`src/rtl/ukst_pkg.sv`:
```
`timescale 1ns / 1ps

package ukst_pkg;

   localparam int DEPTH_DEFAULT     = 16;
   localparam int KEY_WIDTH_DEFAULT = 32;

   localparam int REQ_TYPE_W = 2;
   localparam int KEY_PORT_W = 32;
   localparam int STATUS_W   = 2;
   localparam int OCC_W      = 5;

   typedef enum logic [REQ_TYPE_W-1:0] {
      REQ_ADD      = 2'd0,
      REQ_REMOVE   = 2'd1,
      REQ_CONTAINS = 2'd2
   } req_kind_type;

   typedef enum logic [STATUS_W-1:0] {
      ST_TRUE  = 2'd0,
      ST_FALSE = 2'd1,
      ST_FULL  = 2'd2
   } status_type;

endpackage

```
`src/rtl/unordered_key_set_table_unit.sv`:
```
`timescale 1ns / 1ps
// Add, contains and remove search the held entries in order from the accepted request beat; a
// remove that hits an entry before the last held one then moves the later entries down. An
// unused request kind goes straight to the result with a false status. A result beat held
// back by the consumer keeps the next result waiting in S_FIN. One request is worked at a
// time, so a new request is taken once the last result is registered.
// Reset clears the entry count, the state and the valid flags; the key store is not cleared.
module unordered_key_set_table_unit #(
   parameter int DEPTH     = ukst_pkg::DEPTH_DEFAULT,
   parameter int KEY_WIDTH = ukst_pkg::KEY_WIDTH_DEFAULT
) (
   input  logic                            clock,
   input  logic                            reset,
   input  logic                            req_valid,
   output logic                            req_ready,
   input  logic [ukst_pkg::REQ_TYPE_W-1:0] req_type,
   input  logic [ukst_pkg::KEY_PORT_W-1:0] req_key,
   output logic                            rsp_valid,
   input  logic                            rsp_ready,
   output logic [ukst_pkg::STATUS_W-1:0]   rsp_status,
   output logic [ukst_pkg::OCC_W-1:0]      rsp_occupancy
);

   import ukst_pkg::*;

   localparam int IDX_W   = $clog2(DEPTH);
   localparam int CNT_W   = $clog2(DEPTH + 1);
   localparam int EXT_W   = (KEY_WIDTH > KEY_PORT_W) ? KEY_WIDTH : KEY_PORT_W;
   localparam int OCC_X_W = (CNT_W > OCC_W) ? CNT_W : OCC_W;
   localparam logic [CNT_W-1:0] FULL_COUNT = CNT_W'(DEPTH);

   typedef enum logic [2:0] {
      S_IDLE,
      S_SCAN,
      S_SHIFT,
      S_FIN
   } state_type;

   state_type              state_ff;
   logic [REQ_TYPE_W-1:0]  kind_ff;
   logic [KEY_WIDTH-1:0]   key_ff;
   logic [CNT_W-1:0]       count_ff;
   logic [CNT_W-1:0]       rd_idx_ff;
   logic [CNT_W-1:0]       cmp_idx_ff;
   logic                   cmp_vld_ff;
   logic [CNT_W-1:0]       sh_rd_ff;
   logic [IDX_W-1:0]       sh_wr_ff;
   logic                   sh_vld_ff;
   status_type             status_ff;
   logic                   rsp_valid_ff;
   logic [STATUS_W-1:0]    rsp_status_ff;
   logic [OCC_W-1:0]       rsp_occ_ff;

   logic [EXT_W-1:0]       key_ext;
   logic [KEY_WIDTH-1:0]   key_in;
   logic [CNT_W-1:0]       cnt_m1;
   logic [CNT_W-1:0]       cnt_m2;
   logic [OCC_X_W-1:0]     occ_ext;
   logic                   rd_en;
   logic [IDX_W-1:0]       rd_addr;
   logic [KEY_WIDTH-1:0]   rd_data;
   logic                   wr_en;
   logic [IDX_W-1:0]       wr_addr;
   logic [KEY_WIDTH-1:0]   wr_data;
   logic                   hit;
   logic                   miss;
   logic                   scan_issue;
   logic                   shift_issue;
   logic                   shift_last;
   logic                   add_ok;

   assign key_ext = EXT_W'(req_key);
   assign key_in  = key_ext[KEY_WIDTH-1:0];
   assign cnt_m1  = count_ff - CNT_W'(1);
   assign cnt_m2  = count_ff - CNT_W'(2);
   assign occ_ext = OCC_X_W'(count_ff);

   assign req_ready     = (state_ff == S_IDLE);
   assign rsp_valid     = rsp_valid_ff;
   assign rsp_status    = rsp_status_ff;
   assign rsp_occupancy = rsp_occ_ff;

   always_comb begin
      scan_issue  = (state_ff == S_SCAN) && (rd_idx_ff < count_ff);
      shift_issue = (state_ff == S_SHIFT) && (sh_rd_ff < count_ff);
      hit         = (state_ff == S_SCAN) && cmp_vld_ff && (rd_data == key_ff);
      // no match once the last held entry has been compared, or nothing is held
      miss        = (state_ff == S_SCAN) && !hit &&
                    ((count_ff == '0) || (cmp_vld_ff && (cmp_idx_ff == cnt_m1)));
      shift_last  = (state_ff == S_SHIFT) && sh_vld_ff && (CNT_W'(sh_wr_ff) == cnt_m2);
      add_ok      = miss && (kind_ff == REQ_ADD) && (count_ff < FULL_COUNT);

      rd_en   = scan_issue || shift_issue;
      rd_addr = (state_ff == S_SHIFT) ? sh_rd_ff[IDX_W-1:0] : rd_idx_ff[IDX_W-1:0];

      wr_en   = add_ok || ((state_ff == S_SHIFT) && sh_vld_ff);
      wr_addr = add_ok ? count_ff[IDX_W-1:0] : sh_wr_ff;
      wr_data = add_ok ? key_ff : rd_data;
   end

   ukst_ram #(
      .DEPTH     (DEPTH),
      .KEY_WIDTH (KEY_WIDTH)
   ) u_ram (
      .clock   (clock),
      .rd_en   (rd_en),
      .rd_addr (rd_addr),
      .rd_data (rd_data),
      .wr_en   (wr_en),
      .wr_addr (wr_addr),
      .wr_data (wr_data)
   );

   always_ff @(posedge clock) begin
      if (reset) begin
         state_ff     <= S_IDLE;
         count_ff     <= '0;
         cmp_vld_ff   <= 1'b0;
         sh_vld_ff    <= 1'b0;
         rsp_valid_ff <= 1'b0;
      end else begin
         if (rsp_ready && (state_ff != S_FIN)) begin
            rsp_valid_ff <= 1'b0;
         end
         case (state_ff)
            S_IDLE: begin
               if (req_valid) begin
                  kind_ff    <= req_type;
                  key_ff     <= key_in;
                  rd_idx_ff  <= '0;
                  cmp_vld_ff <= 1'b0;
                  if (req_type == REQ_ADD || req_type == REQ_REMOVE ||
                      req_type == REQ_CONTAINS) begin
                     state_ff <= S_SCAN;
                  end else begin
                     status_ff <= ST_FALSE;
                     state_ff  <= S_FIN;
                  end
               end
            end
            S_SCAN: begin
               // one read issued and one entry compared per cycle
               cmp_vld_ff <= scan_issue && !hit && !miss;
               cmp_idx_ff <= rd_idx_ff;
               if (scan_issue) begin
                  rd_idx_ff <= rd_idx_ff + CNT_W'(1);
               end
               if (hit) begin
                  if (kind_ff == REQ_REMOVE) begin
                     status_ff <= ST_TRUE;
                     if (cmp_idx_ff == cnt_m1) begin
                        count_ff <= cnt_m1;
                        state_ff <= S_FIN;
                     end else begin
                        sh_rd_ff  <= cmp_idx_ff + CNT_W'(1);
                        sh_vld_ff <= 1'b0;
                        state_ff  <= S_SHIFT;
                     end
                  end else if (kind_ff == REQ_ADD) begin
                     status_ff <= ST_FALSE;
                     state_ff  <= S_FIN;
                  end else begin
                     status_ff <= ST_TRUE;
                     state_ff  <= S_FIN;
                  end
               end else if (miss) begin
                  state_ff   <= S_FIN;
                  if (kind_ff == REQ_ADD) begin
                     if (add_ok) begin
                        status_ff <= ST_TRUE;
                        count_ff  <= count_ff + CNT_W'(1);
                     end else begin
                        status_ff <= ST_FULL;
                     end
                  end else begin
                     status_ff <= ST_FALSE;
                  end
               end
            end
            S_SHIFT: begin
               // read entry j+2 while writing entry j+1, read last cycle, to j
               sh_vld_ff <= shift_issue && !shift_last;
               if (shift_issue) begin
                  sh_wr_ff <= IDX_W'(sh_rd_ff - CNT_W'(1));
                  sh_rd_ff <= sh_rd_ff + CNT_W'(1);
               end
               if (shift_last) begin
                  count_ff  <= cnt_m1;
                  state_ff  <= S_FIN;
               end
            end
            S_FIN: begin
               // hold until the result register is free
               if (!rsp_valid_ff || rsp_ready) begin
                  rsp_valid_ff  <= 1'b1;
                  rsp_status_ff <= status_ff;
                  rsp_occ_ff    <= occ_ext[OCC_W-1:0];
                  state_ff      <= S_IDLE;
               end
            end
            default: begin
               state_ff <= S_IDLE;
            end
         endcase
      end
   end

endmodule

```
`src/rtl/ukst_ram.sv`:
```
`timescale 1ns / 1ps

module ukst_ram #(
   parameter int DEPTH     = 16,
   parameter int KEY_WIDTH = 32
) (
   input  logic                       clock,
   input  logic                       rd_en,
   input  logic [$clog2(DEPTH)-1:0]   rd_addr,
   output logic [KEY_WIDTH-1:0]       rd_data,
   input  logic                       wr_en,
   input  logic [$clog2(DEPTH)-1:0]   wr_addr,
   input  logic [KEY_WIDTH-1:0]       wr_data
);

   logic [KEY_WIDTH-1:0] mem [DEPTH];
   logic [KEY_WIDTH-1:0] rd_data_ff;

   always_ff @(posedge clock) begin
      if (wr_en) begin
         mem[wr_addr] <= wr_data;
      end
   end

   always_ff @(posedge clock) begin
      if (rd_en) begin
         rd_data_ff <= mem[rd_addr];
      end
   end

   assign rd_data = rd_data_ff;

endmodule
```
`config.mk`:
```
export PLATFORM = sky130hd
export DESIGN_NAME = unordered_key_set_table_unit
export DESIGN_NICKNAME = d
export VERILOG_FILES = /design/src/rtl/ukst_pkg.sv /design/src/rtl/unordered_key_set_table_unit.sv /design/src/rtl/ukst_ram.sv
export SDC_FILE = /design/constraint.sdc
export NUM_CORES = 1
export LEC_CHECK = 0
export ABC_AREA = 1
export ABC_CLOCK_PERIOD_IN_PS = 5000
export BUFFER_PORTS_ARGS = -buffer_cell sky130_fd_sc_hd__buf_2
export CAP_MARGIN = 15
export CORE_ASPECT_RATIO = 1.5
export CORE_MARGIN = 3
export CORE_UTILIZATION = 45
export CTS_CLUSTER_DIAMETER = 50
export DETAILED_ROUTE_END_ITERATION = 16
export PLACE_DENSITY = 0.6
export SETUP_SLACK_MARGIN = 0.3
export SYNTH_ARGS = -nofsm -noshare
export SYNTH_HDL_FRONTEND = slang
export SYNTH_SLANG_ARGS = --single-unit
```
`constraint.sdc`:
```
create_clock -name clock -period 5 [get_ports clock]
set_input_delay 0.5 -clock clock [delete_from_list [all_inputs] [get_ports clock]]
set_output_delay 0.5 -clock clock [all_outputs]
set_load 0.02 [all_outputs]
```
## Word-level counts from Yosys, hierarchy flattened

Memories as Yosys holds them, arrays and structs flattened. A register that Yosys moved wholly into a read port is not among the register bits.
Index checks and enable logic that the tools add are counted.

- $add $sub $neg: 7
- $lt $le $gt $ge: 3
- Equality and inequality tests: 24
- Multiplexer cells: 48
- Bitwise logic cells: 1
- Reductions and logical operators: 42

Operators with widths:

| kind | count |
|---|---|
| $mux W5 | 13 |
| $eq A32 B32 Y1 | 1 |
| $mux W32 | 1 |
| $pmux W5 S2 | 3 |
| $add A5 B1 Y5 const B | 4 |
| $mux W3 | 6 |
| $ne A2 B2 Y1 const B | 8 |
| $logic_and A1 B1 Y1 | 15 |
| $mux W2 | 7 |
| $mux W1 | 12 |
| $ne A3 B2 Y1 const B | 4 |
| $pmux W3 S4 | 1 |
| $reduce_and A4 Y1 | 3 |
| $lt A5 B5 Y1 | 2 |
| $reduce_and A3 Y1 | 3 |
| $mux W4 | 2 |
| $reduce_and A7 Y1 | 1 |
| $eq A3 B2 Y1 const B | 2 |
| $logic_or A1 B1 Y1 | 6 |
| $ne A3 B3 Y1 const B | 2 |
| $reduce_and A6 Y1 | 1 |
| $eq A4 B5 Y1 | 1 |
| $eq A5 B5 Y1 | 1 |
| $logic_not A5 Y1 | 1 |
| other kinds (17) | 25 |

- Register bits after elaboration: 73
- RAM bits: 512
- Input port bits: 38
- Output and inout port bits: 9
- Word-level logic and storage cells: 140
- Memories: 1

Memory list:

| memory | words | bits a word | rd ports | clocked after memory_dff | wr ports | RTL line | source |
|---|---|---|---|---|---|---|---|
| u_ram.mem | 16 | 32 | 1 | 1 | 1 | ukst_ram.sv:16 | `logic [KEY_WIDTH-1:0] mem [DEPTH];` |

## Depth between registers and ports, before layout

Gate-level depths: netlist of run 1.

- Depth after elaboration: 13
- Depth in mapped cells: 16
- Depth with buffers taken out: 16

## Cells and area by module

A second synthesis of run 1 with hierarchy kept.

- Cells, all modules: 2680
- Area total of the unflattened synthesis: 27512.6 um^2

By module, submodules not included:

| module | instances | cells each | area each (um^2) | sequential area each (um^2) |
|---|---|---|---|---|
| ukst_ram | 1 | 2120 | 23064.6 | 16335.7 |
| unordered_key_set_table_unit | 1 | 560 | 4448.0 | 2062.0 |

## Worst setup path before layout of run 1

OpenSTA, ideal clock, no wires.

- Path kind: reg-to-reg
- Start point: reg count_ff[1]
- End point: mem u_ram.mem[10][0] (enable)
- Arrival: 3.387 ns
- Slack: 1.192 ns
- Stages on the path, launching flop included: 16
- Buffers on the path: 1
- Clock period less this slack: 3.808 ns
- Path through: dfxtp_1 -> inv_1 -> ha_1 -> inv_1 -> nand2_1 -> nand2_1 -> nor2_1 -> nand3_1 -> nor2_2 -> nand4_2 -> nand2_4 -> nand3_4 -> buf_6 -> o21ai_2 -> nand2_2 -> nor2_1

- Cells in the longest elaborated chain, start to end: 10

RTL lines:

| element | RTL line | source |
|---|---|---|
| start, declared | unordered_key_set_table_unit.sv:42 | `logic [CNT_W-1:0] count_ff;` |
| start signal, assigned | unordered_key_set_table_unit.sv:152 | `count_ff <= cnt_m1;` |
| start signal, assigned | unordered_key_set_table_unit.sv:171 | `count_ff <= count_ff + CNT_W'(1);` |
| start signal, assigned | unordered_key_set_table_unit.sv:188 | `count_ff <= cnt_m1;` |
| $sub A5 B1 Y5 | unordered_key_set_table_unit.sv:74 | `assign cnt_m1 = count_ff - CNT_W'(1);` |
| $eq A5 B5 Y1 | unordered_key_set_table_unit.sv:89 | `((count_ff == '0) \|\| (cmp_vld_ff && (cmp_idx_ff == cnt_m1)));` |
| $logic_and A1 B1 Y1 | unordered_key_set_table_unit.sv:89 |  |
| $logic_or A1 B1 Y1 | unordered_key_set_table_unit.sv:89 |  |
| $logic_and A1 B1 Y1 | unordered_key_set_table_unit.sv:88 | `miss = (state_ff == S_SCAN) && !hit &&` |
| $logic_and A1 B1 Y1 (2 in a row) | unordered_key_set_table_unit.sv:91 | `add_ok = miss && (kind_ff == REQ_ADD) && (count_ff < FULL_COUNT);` |
| $logic_or A1 B1 Y1 | unordered_key_set_table_unit.sv:96 | `wr_en = add_ok \|\| ((state_ff == S_SHIFT) && sh_vld_ff);` |
| $mux W1 | ukst_ram.sv:20 | `if (wr_en) begin` |
| $mux W1 (not written as such) | ukst_ram.sv:21 | `mem[wr_addr] <= wr_data;` |
| end, declared | ukst_ram.sv:16 |  |

Several ways; a longest one is shown, not always the timed one.

## Worst setup path in the final report of run 1

- Start point: reg count_ff[1]
- End point: mem u_ram.mem[0][27] (enable)

The elaborated chain is that of the path after synthesis.

==> results of run 1 <==
==> how the worst min path moves through the flow <==
stage                                    start  slack (ps)  cells past startpoint                       to
CTS                                req_key[23]           4                      1     key_ff[23]$_DFFE_PP_
global route                       req_key[23]           8                      1     key_ff[23]$_DFFE_PP_
global placement    status_ff[0]$_SDFFCE_PN1P_         400                      0  rsp_status[0]$_DFFE_PP_
finish                             req_key[23]          40                      1     key_ff[23]$_DFFE_PP_
floorplan           status_ff[0]$_SDFFCE_PN1P_         400                      0  rsp_status[0]$_DFFE_PP_
detailed placement  status_ff[1]$_SDFFCE_PP0P_         410                      0  rsp_status[1]$_DFFE_PP_
==> cell usage in the layout (no fill, tap or decap), types with 12 or more instances in the layout <==
cell type,count
o221ai_1,63
xor2_1,14
nand3_1,42
buf_4,40
nor2_4,20
nand2_1,419
inv_1,364
a21oi_1,135
nand4_1,12
nor2_1,82
o21ai_0,363
edfxtp_1,606
ha_1,21
o21ai_2,16
buf_2,46
clkbuf_16,59
clkinv_1,12
buf_12,18
o211ai_1,16
o21ai_1,34
==> through the flow <==
| step | instances | cell area, um^2 | utilization [%] | hold WS (ps) | worst slack [ps] |
|---|---|---|---|---|---|
| after CTS | 3233 | 30000 | 51.6 | 3.62 | 1100 |
| after detailed placement | 3123 | 28100 | 48.4 | 406 | 1110 |
| after floorplan | 2369 | 26600 | - | 400 | 1190 |
| final | 3236 | 30000 | 51.7 | 39.9 | 1100 |
| after global routing | 3236 | 30000 | 51.7 | 8.25 | 779 |
| after global placement | 3123 | 28100 | 48.4 | 403 | 1150 |
==> final cells by class <==
| cell class | count | area share, % |
|---|---|---|
| repair buffers | 104 | 2.97 |
| flip-flops and latches | 616 | 61.3 |
| well taps | 770 | 3.21 |
| clock buffers | 69 | 5.04 |
| inverters | 368 | 4.60 |
| clock inverters | 41 | 1.23 |
| multi-input cells | 1268 | 21.7 |
==> critical path, stage by stage, from the launching register on <==
cell and delay (ps):
dfxtp_1 470, inv_1 250, ha_1 380, inv_1 70
nand2_1 60, nand2_1 50, nor2_1 100, nand3_1 90
nor2_2 120, nand4_2 110, nand2_4 130, nand3_4 260
nand2_1 230, nand3_1 440, nor2_4 570, buf_12 240
==> layer usage <==
| metal | vias up | wire length (um) | track usage, % | part of all wire [%] |
|---|---|---|---|---|
| li1 | 8286 | - | - | - |
| met1 | 8201 | 27900 | 28.5 | 41 |
| met2 | 572 | 32600 | 35.3 | 48 |
| met3 | 130 | 4580 | 4.17 | 6.8 |
| met4 | 0 | 2670 | 8.36 | 3.9 |
| met5 | - | 0 | 0 | 0 |
==> flip-flops by register name, summed over array words and instances, names as in the netlist, 2 cells and up <==
| signal | flops |
|---|---|
| count_ff | 5 |
| key_ff | 32 |
| u_ram.mem | 512 |
| u_ram.rd_data | 32 |
| kind_ff | 2 |
| rsp_occupancy | 5 |
| state_ff | 2 |
| status_ff | 2 |
| rd_idx_ff | 5 |
| sh_wr_ff | 4 |
| sh_rd_ff | 5 |
| rsp_status | 2 |
| cmp_idx_ff | 5 |
==> cell families (layout without fill, tap and decap cells) <==
logic type               Yosys count  count (layout)
AO/OA/AOI/OAI                    635             635
XOR/XNOR                          19              19
adder cells (fa/ha/maj)           21              21
buffers and inverters            485             582
flip-flops                       616             616
AND/OR/NAND/NOR                  593             593
==> where the power goes <==
part	switching, uW	internal [uW]	leakage (uW)
Combinational	4120	1490	0.00497
Sequential	255	6640	0.00555
Clock	1950	2390	0.000896
==> metrics.txt, run 1 <==
die width=204 um; CTS tree=yes; worst clock skew=29.2 ps; layout cells sized above 1=10.0%; Die Y=304 um; outcome=finished, final reports clean; vias in the first global route=around 17000; Synth top cells by count=edfxtp_1 (606), nand2_1 (420), inv_1 (364), o21ai_0 (363), a21oi_1 (136); Max Root-Sink Buffers=3; Post-synth EDFFs=about 600; largest family of logic cells by synthesized area=compound AO/OA/AOI/OAI gates; core area=0.0581 mm^2; most common cell in the netlist=edfxtp_1; fin crit share=about 80%; FF-to-FF path depth=15; clk_lat worst skew=approximately 640 ps; Post-Syn Nets=2428; # IOs=47; RSZ-0062 raised after global routing=false; Max Cap Violations=0; DRT iter0 DRCs=between 1500 and 2000; Routed Antenna Nets=0; final hold vios=0; Avg Cell Area, Syn=approximately 11 um^2; Finish-stage setup viols=0; post-synthesis mux area share=0%; Synth Area in Compound Gates=between 10% and 20%; Register Area=roughly 0.018 mm^2; ANT cells=0; number of nets in the layout=2476; # rows=108; setup tns final=0 ps; htree depth=2; sequential area share after synthesis=69.2%; type of the worst setup path=reg -> reg; minimum clock period=slightly below 4000 ps; placer's final routability congestion estimate=around 1; crit path launch type=flip-flop; maximum VDD drop=0.000314 V; Peak Freq=257 MHz; via count=17200; Critical Path Fanout Max=25; Synth Area in XOR/XNOR=0.626%; crit path capture type=flip-flop; CTS resizes=0; relative slew slack=26.3%; post-synthesis register bit count=616; Power Total=16800 uW; CP arrival=approximately 4200 ps; Synth Area in Adders=0.989%; largest area contributor in the netlist=edfxtp_1; Initial Util=45.7%; r2r endpoint=u_ram.mem[0][27]$_DFFE_PP_; worst endpoint required time=5340 ps; Synth Area in Simple Gates=8.95%; synth unique cells=37; Reg clk slew, reported paths=60 ps; Post-Syn Instances=roughly 2400; worst slew pin tran=1100 ps; PwrDens=561 mW/mm^2; Yosys top cell area share=68.5%; post-CTS setup buffer count=0; HP Class=in -> reg; CP Launch Point=count_ff[1]$_SDFFE_PP0P_; DIE AREA=a little over 0.06 mm^2; FF-to-FF setup slack=~1100 ps; Primary FF master, synth=edfxtp_1; pin count of the biggest net entering global routing=174; Routed WL=67700 um; Multi-input gate area=approximately 0.0065 mm^2; first-pass GRT wire length=101000 um; Tot GR Track Use=21.6%; # hold bufs at CTS=0; Synth Cell Area=0.0266 mm^2; Syn-to-layout area delta=13.0%; clock sinks=between 600 and 700; reg2reg start=count_ff[1]$_SDFFE_PP0P_; Synth area leaders=edfxtp_1 (68%), o21ai_0 (6.8%), nand2_1 (5.9%), inv_1 (5.1%), a21oi_1 (2.6%); DRC=0; Pleak=0.0114 uW; Synth async-reset ratio=0%; total CTS buffers=59; vias per cell=between 5 and 6; hpwl dp=44500 um; initial antenna violation count=0; CTS root buffer=clkbuf_16; crit path capture=u_ram.mem[0][27]$_DFFE_PP_; Port Buffers=46; fill count=~5100; drt pass-1 iters=6; grt ovf=0; Avg WL per Cell=between 20 and 25 um; Syn. warnings=0; final slew viol count=0
No activity file was read; power rests on OpenSTA's default activity.
==> inputs of run 2 (changes only) <==
- ABC_CLOCK_PERIOD_IN_PS: 5000 -> 3300
- PLACE_DENSITY: 0.6 -> 0.63
- clock period: 5 -> 3.3 ns (I/O delays scaled with it)
==> run 2 against run 1 <==
Worst hold slack improved by 35 ps. Largest cell class unchanged. Non-clock buffer count increased by 109. Global-route usage about the same. Highest routed layer is now met5.
==> metrics.txt, run 2 (same netlist as run 1, synthesis figures left out) <==
worst slew pin tran=approximately 900 ps; Multi-input gate area=between 0.006 and 0.007 mm^2; setup tns final=0 ps; commonest non-fill, non-tap cell in the layout=edfxtp_1; total CTS buffers=57; Reg clk slew, reported paths=60 ps; combinational power share=between 30 and 40%; placer's final routability congestion estimate=0.907; dpl cell area=0.0287 mm^2; CTS tree=yes; Clock Power Share=a little over a quarter; Port Buffers=46; DIE AREA=0.0621 mm^2; htree depth=2; vias per cell=5.43; CP arrival=3220 ps; maximum VDD drop=0.000543 V; final hold vios=0; DRT iter0 DRCs=1854; # rows=108; drt pass-1 iters=8; die width=204 um; fill count=4913; CP cell instances=inv_1, nand2_1, nand2_1, nor3_1, buf_4, nand3_1, nor2_4, nor2_4, nand3_4, nand2_1, o21ai_4, nand2_4, nor2_4, buf_8, buf_12; Die Y=just over 300 um; Buffers & Inverters on Critical Path=4; worst-path cell with the longest stage delay=edfxtp_1; # IOs=between 40 and 50; number of nets in the layout=~2600; minimum clock period=between 2000 and 3000 ps; Avg WL per Cell=20.9 um; Top reg by flops=u_ram.mem; final slew viol count=0; PwrDens=823 mW/mm^2; type of the worst setup path=reg -> reg; Tot GR Track Use=between 20 and 25%; ANT cells=0; clock sinks=616; RSZ-0062 raised after global routing=false; Max Cap Violations=0; worst endpoint required time=3620 ps; final core occ=54.3%; outcome=finished, final reports clean; HP Class=in -> reg; relative slew slack=39.2%; hpwl dp=40900 um; Peak Freq=between 300 and 400 MHz; DRC=0; pin count of the biggest net entering global routing=85; crit path launch type=flip-flop; vias in the first global route=17200; Finish-stage setup viols=0; crit-path max cell delay=450 ps; initial antenna violation count=1; Top Family by Delay on Critical Path=simple AND/OR/NAND/NOR gates; crit path capture type=flip-flop; Critical Path Fanout Max=12; CTS root buffer=clkbuf_16; core area=approximately 0.058 mm^2; Register Area=about 0.018 mm^2; via count=18100; P_int=16700 uW; Max Root-Sink Buffers=3; grt ovf=0; Pleak=around 0.012 uW; Largest register FFs=512; fin crit share=87.9%; worst clock skew=18.7 ps; Initial Util=45.7%; Syn-to-layout area delta=18.8%; Sequential Power Share=39.9%; Routed Antenna Nets=0; Sw Share=roughly 36%; clk_lat worst skew=~630 ps; Sw Pwr=9290 uW; Power Total=26000 uW; layout cells sized above 1=12.6%; first-pass GRT wire length=101000 um; design area=0.0316 mm^2; Routed WL=roughly 70000 um; commonest non-fill, non-tap cells in the layout=edfxtp_1 (606), nand2_1 (416), inv_1 (362), o21ai_0 (362), a21oi_1 (135)
-- run 2: final cells by class --
type                       count  area share, %
multi-input combinational   1269           21.0
clock buffer                  72           4.70
timing repair buffer         213           7.10
tap                          770           3.05
clock inverter                35           1.44
inverter                     368           4.41
sequential                   616           58.3
-- run 2: per-layer routing --
metal	routed length [um]	track usage, %	up-vias
li1	-	-	8506
met5	13	0	-
met2	34800	36.5	699
met3	5070	3.51	149
met4	2670	8.23	2
met1	27200	27.8	8783
-- run 2: power groups by stage --
stage / registers [uW] / logic (uW) / clock network, uW
finish: 10400 / 8740 / 6870
global route: 10400 / 9700 / 7300
CTS: 10400 / 8470 / 6990
detailed placement: 10500 / 8400 / 0
global placement: 10500 / 8260 / 0
floorplan: 10400 / 5430 / 0
-- run 2: per-stage QoR --
step	instances	setup WS, ps	hold slack (ps)
3_5_place_dp	3177	110	410
5_1_grt	3343	250	78.5
2_1_floorplan	2369	333	400
3_3_place_gp	3177	198	406
4_1_cts	3319	301	29.4
6_report	3343	401	74.7
-- run 2: final timing paths --
path / start / slack, ps / depth (start not counted) / to
hold reg to reg: status_ff[1]$_SDFFCE_PP0P_ / 420 / 0 / rsp_status[1]$_DFFE_PP_
hold / removal: reset / 70 / 2 / rsp_valid$_SDFF_PP0_
setup reg to reg: u_ram.rd_data[28]$_DFFE_PP_ / 400 / 15 / u_ram.mem[7][13]$_DFFE_PP_
setup / recovery: u_ram.rd_data[28]$_DFFE_PP_ / 400 / 15 / u_ram.mem[7][13]$_DFFE_PP_
-- run 2: worst reg2reg max path: cells and delay by family (launching register included) --
kind                   cells  cell delay, ps
buffers and inverters      4             550
flip-flops                 1             450
AO/OA/AOI/OAI              1             120
AND/OR/NAND/NOR           10            1500
-- run 2: repair_timing --
| action | 4_1_cts | 5_1_grt |
|---|---|---|
| buffers inserted | 0 | 14 |
| pin swaps | 1 | 13 |
| hold buffers | 35 | 0 |
| endpoints found under the hold margin | 35 | 0 |
| gates resized for setup | 4 | 33 |
| setup endpoints to repair | 812 | 647 |
| cloned | 0 | 10 |
